===== config.mk =====
export PLATFORM = sky130hd
export DESIGN_NAME = dwsg_cordic
export DESIGN_NICKNAME = d
export VERILOG_FILES = /design/src/design/dwsg_pkg.sv /design/src/design/dwsg_cordic.sv
export SDC_FILE = /design/constraint.sdc
export NUM_CORES = 2
export LEC_CHECK = 0
export BUFFER_PORTS_ARGS = -buffer_cell sky130_fd_sc_hd__buf_2
export CORE_MARGIN = 2
export CORE_UTILIZATION = 38
export CTS_CLUSTER_SIZE = 25
export DETAILED_ROUTE_END_ITERATION = 8
export PLACE_DENSITY_LB_ADDON = 0.1
export SYNTH_ARGS = -nofsm -noshare
export SYNTH_HDL_FRONTEND = slang
export SYNTH_SLANG_ARGS = --single-unit

===== constraint.sdc =====
create_clock -name clk -period 4.3 [get_ports clk]
set_input_delay 0.43 -clock clk [delete_from_list [all_inputs] [get_ports clk]]
set_output_delay 0.43 -clock clk [all_outputs]
set_load 0.01 [all_outputs]

===== src/design/dwsg_pkg.sv =====
`default_nettype none
package dwsg_pkg;
	localparam int MaxPeriod = 16384;
	localparam int NBits = 15;
	localparam int IdxBits = 14;
	localparam int QuotBits = 24;
	localparam int CordicSteps = 18;
	localparam int CwBits = 21;

	localparam logic [1:0] MODE_SINE_A = 2'd0;
	localparam logic [1:0] MODE_SINE_B = 2'd1;
	localparam logic [1:0] MODE_TRI = 2'd2;
	localparam logic [1:0] MODE_SQUARE = 2'd3;

	localparam logic REG_PERIOD = 1'b0;
	localparam logic REG_MODE = 1'b1;

	typedef struct packed {
		logic [1:0] mode;
		logic       oor;
		logic [1:0] quad;
		logic [11:0] alt_code;
	} side_t;

	function automatic logic signed [CwBits-1:0] atan_q(input int k);
		case (k)
			0: atan_q = 21'sd102944;
			1: atan_q = 21'sd60771;
			2: atan_q = 21'sd32110;
			3: atan_q = 21'sd16299;
			4: atan_q = 21'sd8181;
			5: atan_q = 21'sd4095;
			6: atan_q = 21'sd2048;
			7: atan_q = 21'sd1024;
			8: atan_q = 21'sd512;
			9: atan_q = 21'sd256;
			10: atan_q = 21'sd128;
			11: atan_q = 21'sd64;
			12: atan_q = 21'sd32;
			13: atan_q = 21'sd16;
			14: atan_q = 21'sd8;
			15: atan_q = 21'sd4;
			16: atan_q = 21'sd2;
			17: atan_q = 21'sd1;
			default: atan_q = 21'sd0;
		endcase
	endfunction
endpackage
`default_nettype wire


===== src/design/dwsg_cordic.sv =====
`default_nettype none
// Rotation-mode CORDIC, one micro-rotation per stage.
module dwsg_cordic import dwsg_pkg::*; (
	input  wire logic                     clk,
	input  wire logic                     arst_n,
	input  wire logic                     in_valid,
	input  wire logic signed [CwBits-1:0] angle,
	input  wire side_t                    in_side,
	output logic                          out_valid,
	output logic signed [CwBits-1:0]      cos_q,
	output logic signed [CwBits-1:0]      sin_q,
	output side_t                         out_side
);
	logic signed [CwBits-1:0] x_s [CordicSteps+1];
	logic signed [CwBits-1:0] y_s [CordicSteps+1];
	logic signed [CwBits-1:0] z_s [CordicSteps+1];
	side_t                    sd_s [CordicSteps+1];
	logic                     v_s [CordicSteps+1];

	always_comb begin
		x_s[0] = 21'sd79594;
		y_s[0] = '0;
		z_s[0] = angle;
		sd_s[0] = in_side;
		v_s[0] = in_valid;
	end

	for (genvar k = 0; k < CordicSteps; k++) begin : g_rot
		always_ff @(posedge clk or negedge arst_n) begin
			if (!arst_n) begin
				v_s[k+1] <= 1'b0;
			end else begin
				v_s[k+1] <= v_s[k];
			end
		end
		always_ff @(posedge clk) begin
			sd_s[k+1] <= sd_s[k];
			if (!z_s[k][CwBits-1]) begin
				x_s[k+1] <= x_s[k] - (y_s[k] >>> k);
				y_s[k+1] <= y_s[k] + (x_s[k] >>> k);
				z_s[k+1] <= z_s[k] - atan_q(k);
			end else begin
				x_s[k+1] <= x_s[k] + (y_s[k] >>> k);
				y_s[k+1] <= y_s[k] - (x_s[k] >>> k);
				z_s[k+1] <= z_s[k] + atan_q(k);
			end
		end
	end

	assign out_valid = v_s[CordicSteps];
	assign cos_q = x_s[CordicSteps];
	assign sin_q = y_s[CordicSteps];
	assign out_side = sd_s[CordicSteps];
endmodule
`default_nettype wire


==> qor.yml <==
cp-end-kind: "flop"
fp.coreArea_mm2: 0.199
cts_buffer_depth: 3
synthesis.nets: 9252
antenna_found_initial: 1
synth-seq-cells: 1356
worst_hold_slack_ns: 0.0835
finalNetCount: 9493
synth.top_cell.area_share: 0.353
crit_path_start_kind: "flop"
clock_sinks: 1356
grt_pass1_vias: 55700
clk_pin_slew_worst_paths_ns: 0.05
grt_pass1_wl_um: 288000
worst_slew_pin_slew_ns: 0.861
dieWidth_um: 451
globalplace.congestion: 0.855
hpwl_um: 140000
cpPeakStageDelay_ns: 0.49
layout_commonest_cell: "dfxtp_1"
cp.required_ns: 5.02
cp-endpoint: "x_s[271]"
r2r_slack_ns: 0.31
period_minus_slack_ns: 3.99
synthToLayoutAreaGrowth_pct: 12.7
synth_top_area_cell: "dfxtp_1"
cp_num_buf_inv: 0
final_cell_mix: "1336 x dfxtp_1, 1019 x ha_1, 801 x a21oi_1"
postSynthCellCount: 8142
grt-ovfl-total: 0
ys_types: 89
slew_viol_final: 0
dieHeight_um: 451
path_cells: "or3_1 -> or4_1 -> nor4_1 -> nor2_1 -> xor2_1 -> ha_1 -> and3_1 -> nand4_1 -> a221oi_1 -> a211oi_1 -> o21ai_0 -> o2111ai_1 -> a311oi_2 -> xor2_1"
antenna_left: 0
synth_edf_count: 0
drt_iter0_drc: 2412
rows: 164
port_buffers: 100
final_cells: 11200
maxCapViolations: 0
finalHoldViolations: 0
yosysWarnings: 0
fin_skew_ns: 0.0375
firstDrtPassIters: 6
crit_top_cell: "xor2_1"
synthFlopType: "dfxtp_1"
r2r_cells: 14
remaining_drc_errors: 0
max-slew-margin-rel: 0.426
cpLargestDelayFamily: "simple AND/OR/NAND/NOR gates"
initial_core_util: 0.381
clk_latency_ns: 0.83
drive_gt1_frac: 0.0650
ios: 101
path_max_fanout: 5
ys_seq_area_frac: 0.359
grt_max_degree: 37
setup_tns_ns: 0
r2r_end: "x_s[271]"
status: "finished, final reports clean"
critPathKind: "flop to flop"
routedWlPerCell_um: 15.7
grtUsageTotal: 0.171
dp.cells: 10800
cts_root_buffer: "clkbuf_16"
worstSetupStartpoint: "y_s[282]"
place_area_mm2: 0.0796
cts-htree-levels: 4
crit_slowest_cell: "or4_1"
crit_cells: 14
syn-cell-area_mm2: 0.0759
design_area_mm2: 0.0855
vias_per_cell: 5.02
period_share: 0.927
routed_wl_um: 175000
cts_tree: "built"
fmax_mhz: 251
fill_cells: 19500
syn_avg_cell_area_um2: 9.32
dieArea_mm2: 0.203
rr_startpoint: "y_s[282]"
min_path_type: "input port to async pin"
crit_arrival_ns: 4.71
async_reset_ff_frac: 0.0133
numCtsBuffers: 158
via_count: 56100
finalSetupViolCount: 0
rsz0062_at_grt: "false"
synthTopCellsByArea: "dfxtp_1 35%, ha_1 17%, xnor2_1 8.4%"
==> cells in the mapped netlist, types with 14 or more instances <==
library cell     n
o21ai_0        355
o21a_1         117
xor2_1         345
nand3_1        124
nor2b_1        122
a211oi_1        56
nand2b_1        84
or2_2           27
ha_1          1019
a31oi_1         65
a21o_1         262
o211ai_1        27
a41oi_1         20
dfrtp_1         18
mux2_2          32
a21boi_0        33
a211o_1         18
and3_1          56
nor3_1         221
o31ai_1         46
and2_1          25
o2111ai_1       18
inv_1          454
buf_4           60
or3_1           59
nand2_1        336
o21bai_1       117
clkbuf_1        68
a21oi_1        801
o41ai_1         25
dfxtp_1       1338
xnor2_1        727
a31o_2          18
nor2_1         627
nor3b_1         18
fa_1            50
nand4_1         40
mux2i_1         44
nor4_1          44
buf_1           19
a311oi_1        14
==> registers in the layout, indices dropped and copies added (netlist names) <==
signal / flops
sin_q: 21
v_s: 17
x_s: 327
cos_q: 21
y_s: 337
out_side: 17
sd_s: 289
z_s: 326
out_valid: 1
==> stage by stage <==
step	setup WS (ns)	utilization
global route	0.0186	0.430
floorplan	0.652	-
finish	0.313	0.430
CTS	0.260	0.429
detailed placement	0.311	0.400
global placement	0.139	0.400
==> final cells by class <==
| type | instances | area [um^2] | area share |
|---|---|---|---|
| tap | 2656 | 3320 | 0.0389 |
| sequential | 1356 | 27200 | 0.319 |
| inverter | 455 | 1710 | 0.0200 |
| clock buffer | 219 | 4450 | 0.0521 |
| timing repair buffer | 232 | 1590 | 0.0186 |
| multi-input combinational | 6180 | 46200 | 0.540 |
| clock inverter | 68 | 1010 | 0.0118 |
| antenna | 2 | 5.00 | 0.0000585 |
==> timing repair <==
item,4_1_cts,5_1_grt
gates resized for setup,0,6
hold endpoints to repair,56,0
endpoints found under the setup margin,0,7
hold buffers,41,0
setup buffers,0,0
==> per-layer routing <==
metal	share of wire	up-vias	GRT usage	wire, um
li1	-	29200	-	-
met1	0.47	25900	0.216	81500
met2	0.48	714	0.301	84000
met3	0.028	227	0.0231	4950
met4	0.026	0	0.0533	4470
met5	0	-	0	0
==> cell families after synthesis <==
family | synth area share
compound gates | 0.176
xor+xnor | 0.124
fa+ha+maj | 0.181
buf+inv | 0.0330
flops | 0.359
mux | 0.0106
other cells | 0.0000494
simple gates | 0.117
==> worst min path at each step <==
stage / start / to / slack (ns) / cells past startpoint
6_report: arst_n / v_s[17] / 0.08 / 2
5_1_grt: angle[18] / z_s[375] / 0.06 / 3
4_1_cts: angle[18] / z_s[375] / 0.0009 / 3
3_5_place_dp: sd_s[118] / sd_s[101] / 0.31 / 0
3_3_place_gp: sd_s[179] / sd_s[162] / 0.31 / 0
2_1_floorplan: arst_n / out_valid / 0.13 / 0
Power is left out: the tool's default activity adds up to more than one toggle a clock period on the data nets, which glitch-free logic cannot reach.
