[src/design/dwsg_pkg.sv]
`default_nettype none
package dwsg_pkg;
	localparam int MaxPeriod = 16384;
	localparam int NBits = 15;
	localparam int IdxBits = 14;
	localparam int QuotBits = 24;
	localparam int CordicSteps = 18;
	localparam int CwBits = 21;

	localparam logic [1:0] MODE_SINE_A = 2'd0;
	localparam logic [1:0] MODE_SINE_B = 2'd1;
	localparam logic [1:0] MODE_TRI = 2'd2;
	localparam logic [1:0] MODE_SQUARE = 2'd3;

	localparam logic REG_PERIOD = 1'b0;
	localparam logic REG_MODE = 1'b1;

	typedef struct packed {
		logic [1:0] mode;
		logic       oor;
		logic [1:0] quad;
		logic [11:0] alt_code;
	} side_t;

	function automatic logic signed [CwBits-1:0] atan_q(input int k);
		case (k)
			0: atan_q = 21'sd102944;
			1: atan_q = 21'sd60771;
			2: atan_q = 21'sd32110;
			3: atan_q = 21'sd16299;
			4: atan_q = 21'sd8181;
			5: atan_q = 21'sd4095;
			6: atan_q = 21'sd2048;
			7: atan_q = 21'sd1024;
			8: atan_q = 21'sd512;
			9: atan_q = 21'sd256;
			10: atan_q = 21'sd128;
			11: atan_q = 21'sd64;
			12: atan_q = 21'sd32;
			13: atan_q = 21'sd16;
			14: atan_q = 21'sd8;
			15: atan_q = 21'sd4;
			16: atan_q = 21'sd2;
			17: atan_q = 21'sd1;
			default: atan_q = 21'sd0;
		endcase
	endfunction
endpackage
`default_nettype wire

[src/design/dwsg_div.sv]
`default_nettype none
// Pipelined restoring divider: num / den, one quotient bit per stage.
module dwsg_div import dwsg_pkg::*; (
	input  wire logic                  clk,
	input  wire logic                  arst_n,
	input  wire logic                  in_valid,
	input  wire logic [QuotBits+IdxBits-1:0] num,
	input  wire logic [NBits-1:0]      den,
	input  wire side_t                 in_side,
	output logic                       out_valid,
	output logic [QuotBits-1:0]        quot,
	output side_t                      out_side
);
	localparam int NumW = QuotBits + IdxBits;
	localparam int St = QuotBits;
	// numerator < den*2^24 so only the low 24 quotient bits are ever set;
	// the top numerator bits preload the remainder
	logic [NBits:0]      rem_s  [St+1];
	logic [NumW-1:0]     num_s  [St+1];
	logic [NBits-1:0]    den_s  [St+1];
	logic [QuotBits-1:0] q_s    [St+1];
	side_t               side_s [St+1];
	logic                v_s    [St+1];

	always_comb begin
		rem_s[0] = {2'b00, num[NumW-1:QuotBits]};
		num_s[0] = num;
		den_s[0] = den;
		q_s[0] = '0;
		side_s[0] = in_side;
		v_s[0] = in_valid;
	end

	for (genvar g = 0; g < St; g++) begin : g_st
		logic [NBits+1:0] trial;
		logic [NBits+1:0] diff;
		always_comb begin
			trial = {rem_s[g], num_s[g][QuotBits-1-g]};
			diff = trial - {2'b00, den_s[g]};
		end
		always_ff @(posedge clk or negedge arst_n) begin
			if (!arst_n) begin
				v_s[g+1] <= 1'b0;
			end else begin
				v_s[g+1] <= v_s[g];
			end
		end
		always_ff @(posedge clk) begin
			num_s[g+1] <= num_s[g];
			den_s[g+1] <= den_s[g];
			side_s[g+1] <= side_s[g];
			if (!diff[NBits+1]) begin
				rem_s[g+1] <= diff[NBits:0];
				q_s[g+1] <= {q_s[g][QuotBits-2:0], 1'b1};
			end else begin
				rem_s[g+1] <= trial[NBits:0];
				q_s[g+1] <= {q_s[g][QuotBits-2:0], 1'b0};
			end
		end
	end

	assign out_valid = v_s[St];
	assign quot = q_s[St];
	assign out_side = side_s[St];
endmodule
`default_nettype wire

[config.mk]
export PLATFORM = sky130hd
export DESIGN_NAME = dwsg_div
export DESIGN_NICKNAME = d
export VERILOG_FILES = /design/src/design/dwsg_pkg.sv /design/src/design/dwsg_div.sv
export SDC_FILE = /design/constraint.sdc
export NUM_CORES = 2
export LEC_CHECK = 0
export BUFFER_PORTS_ARGS = -buffer_cell sky130_fd_sc_hd__buf_2
export CAP_MARGIN = 20
export CORE_ASPECT_RATIO = 1.5
export CORE_UTILIZATION = 45
export CTS_CLUSTER_SIZE = 10
export DETAILED_ROUTE_END_ITERATION = 8
export PLACE_DENSITY = 0.59
export SLEW_MARGIN = 20
export SYNTH_ARGS = -nofsm -noshare
export SYNTH_HDL_FRONTEND = slang
export SYNTH_SLANG_ARGS = --single-unit
[constraint.sdc]
create_clock -name clk -period 3.25 [get_ports clk]
set_input_delay 0.1625 -clock clk [delete_from_list [all_inputs] [get_ports clk]]
set_output_delay 0.1625 -clock clk [all_outputs]
set_load 0.005 [all_outputs]
==> impl_results.md <==
* Result of the run: complete, no violations
* Critical Path RT at 3.95 ns
* Launching element type of the critical path: input pin
* Wire length reported by the detailed router at 102100 µm
* Slowest stage delay, CP at around 0.56 ns
* I/O Pins at ~120
* Worst setup EP type: flip-flop
* Num rows at 158
* List of most frequent post-synthesis cells: 1697 x sky130_fd_sc_hd__dfxtp_1, 534 x sky130_fd_sc_hd__inv_1, 359 x sky130_fd_sc_hd__ha_1
* Starting utilization of the core area at a little under half
* Most frequent cell after synthesis: sky130_fd_sc_hd__dfxtp_1
* All-layer global routing usage at between 10% and 20%
* Total nets after synthesis at 5467
* CP max FO at 26
* Shortest period the worst path allows at ~3.2 ns
* Remaining number of nets flagged by the antenna check after routing at 0
* Relative slew slack at between 40% and 50%
* Total vias in the final route at about 34k
* Number of global-route vias before repair at ~36k
* Critical path's slowest cell: sky130_fd_sc_hd__dlygate4sd3_1
* Finished layout cell area at about 0.066 mm²
* Number of violations reported at the end of detailed-routing iteration 0 at 930
* Wire length of the first global-routing pass at 166600 µm
* Initial antenna violation count at 0
* RD Place Congestion at roughly 0.9
* Number of synthesis warnings at 0
* Post-layout instance count excluding filler cells at roughly 7.1k
* Maximum clock frequency at approximately 310 MHz
* Number of enable-type register cells in the synthesized netlist at 0
* Mean cell area of the mapped netlist at approximately 11 µm²
* Setup repair after global routing missed its margin: false
* Total chip power at 0.07480 W
* Slew of the pin with the lowest slew margin at ~0.74 ns
* Count of H-tree levels built during CTS at 4
* Finish-stage setup viols at 0
* Post-layout utilization of the core at 53.07%
* Cells after DPL at approximately 6.7k
* Data arrival time of the critical path at a little under 4 ns
* Total Die Area at 0.1267 mm²
* Setup TNS after final layout at 0 ns
* Sequential share of the synthesized area at 61.35%
* Power density relative to cell area at between 1000 and 1500 mW/mm²
* Antenna diode instance count at 0
* Fin nets at slightly below 6k
* Number of max-cap violations at 0
* Die outline width at between 200 and 300 µm
* Critical Path, Cell by Cell: dlygate4sd3_1, buf_2, inv_1, ha_1, nor2b_1, o211ai_1, a32oi_1, a221oi_1, buf_4, o21ai_1, a21o_1, buf_4, mux2_2, dlygate4sd3_1
* HPWL Detailed at 76890 µm
* Floorplan die height at about 440 µm
* Ratio of cells with drive above 1 in the final layout at 10.34%
* Deepest clock path buffer count at 3
* Area growth from synthesis to layout at 16.73%
* Mapped Cells at ~5k
* DR DRC count at 0
* Synth Cell Area at 0.05636 mm²
* Post-CTS setup buffer count at 0
* Pre-antenna DRT Iters at 5
* Standard cell area after detailed placement at 0.05913 mm²
* Synth Flop Type: sky130_fd_sc_hd__dfxtp_1
* Distinct cell type count after synthesis at between 60 and 70
* Skew-Pair Late Insertion Delay at approximately 0.8 ns
* Count of input and output buffers at roughly 110
* Share of flip-flops with an asynchronous set or reset after synthesis at around 1.4%
* Most area-hungry cell type in the Yosys netlist: sky130_fd_sc_hd__dfxtp_1
* Root Driver: sky130_fd_sc_hd__clkbuf_16
* Fraction of post-synthesis cell area in the top cell type by area at about three fifths
* CTS clock-pin slew for the worst setup and hold paths at around 0.050 ns
* Period Utilization, post-route at between 90% and 100%
* Placeable core region at ~0.12 mm²
* Number of buffers and inverters on the critical path at 6
* Number of hold violations in the final report at 0
* Sinks on Clock Net at 1721
* Type of the worst setup path: input pin to flip-flop
* Synthesized flop and latch total at between 1.5k and 2k
* Remaining global-route overflow at 0
* Crit-path leading delay family: buffers and inverters
* Layout Skew at about 0.075 ns
* Count of final max-slew check failures at 0
* Worst min-delay path category: input pin to flip-flop
* CTS tree: yes
* CTS buffer count at approximately 190
* Leakage component of the power at 29.58 nW
* Worst vdd rail ir drop at about 0.00076 V
* Post-DR vias/cell at roughly 4.9
* Largest net degree at the start of global routing at 30
* Average routed wire per standard cell at 14.45 µm
* Main area contributors after synthesis: sky130_fd_sc_hd__dfxtp_1 60%, sky130_fd_sc_hd__ha_1 8.0%, sky130_fd_sc_hd__inv_1 3.6%
metrics by stage:
step           hold slack, ns  setup WS, ns
6_report              0.06678       0.07050
4_1_cts              0.003768       0.06197
3_5_place_dp           0.1773      -0.05136
2_1_floorplan         -0.1331        0.4771
5_1_grt              0.006801      0.002222
3_3_place_gp           0.1386      -0.01392
report_power, final:
| part | internal (W) | total, W | switching, W |
|---|---|---|---|
| combinational | 0.0130 | 0.0276 | 0.0146 |
| clock | 0.0106 | 0.0185 | 0.00784 |
| sequential | 0.0265 | 0.0287 | 0.00222 |
| total | 0.0501 | 0.0748 | 0.0247 |
metal layers:
metal / wire length (µm) / global-route usage, % / share of wire (%) / vias to the layer above
met5: 0 / 0 / 0 / -
met4: 4390 / 8.431 / 4.3 / 0
met3: 2946 / 3.096 / 2.9 / 268
met2: 62350 / 35.67 / 61 / 511
met1: 32450 / 12.75 / 32 / 16120
li1: - / - / - / 17520
registers in the layout, indices dropped and copies added, names as in the netlist:
signal / flops
q_s: 276
g_st.trial: 391
v_s: 23
out_valid: 1
out_side: 17
den_s: 345
quot: 24
side_s: 391
num_s: 253
path summary, 6_finish.rpt:
path / startpoint / end / slack, ns / depth (start not counted)
hold reg to reg: num_s[698] / num_s[660] / 0.29 / 0
hold / removal: in_side[10] / side_s[401] / 0.07 / 2
min in group asynchronous: arst_n / v_s[18] / 0.49 / 4
setup / recovery: den[1] / g_st[1].trial[9] / 0.07 / 14
max in group asynchronous: arst_n / v_s[3] / 2.40 / 4
setup reg to reg: g_st[8].trial[0] / g_st[9].trial[3] / 0.19 / 11
logic make-up after synthesis:
family,synth area share (%)
simple gates,6.991
compound gates,10.76
xor+xnor,4.522
mux,3.048
other cells,0.006654
flops,61.35
fa+ha+maj,8.787
buf+inv,4.538
cell type report:
| class | count | area [µm²] |
|---|---|---|
| inverters | 534 | 2004 |
| flip-flops and latches | 1721 | 34570 |
| clock inverters | 17 | 451.7 |
| multi-input cells | 2661 | 19300 |
| clock buffers | 211 | 4865 |
| well taps | 1600 | 2002 |
| fillers | 10630 | 58170 |
| repair buffers | 322 | 2592 |
timing repair:
item                                   in CTS  in global routing
gates resized for setup                     1                  6
endpoints found under the hold margin      95                 24
hold buffers                              130                  1
setup endpoints to repair                  13                 33
placed cells by master, fill, tap and decap left out, types with 68 or more instances in the layout:
master and instances:
sky130_fd_sc_hd__a21o_1 68, sky130_fd_sc_hd__dlygate4sd3_1 130, sky130_fd_sc_hd__mux2_2 124, sky130_fd_sc_hd__nor2_1 191, sky130_fd_sc_hd__xor2_1 115, sky130_fd_sc_hd__buf_2 115, sky130_fd_sc_hd__nand2_1 326, sky130_fd_sc_hd__a21oi_1 272
sky130_fd_sc_hd__o21ai_0 329, sky130_fd_sc_hd__dfxtp_1 1697, sky130_fd_sc_hd__ha_1 359, sky130_fd_sc_hd__clkbuf_16 191, sky130_fd_sc_hd__inv_1 534, sky130_fd_sc_hd__xnor2_1 160
Power figures use the tool's default switching activity.
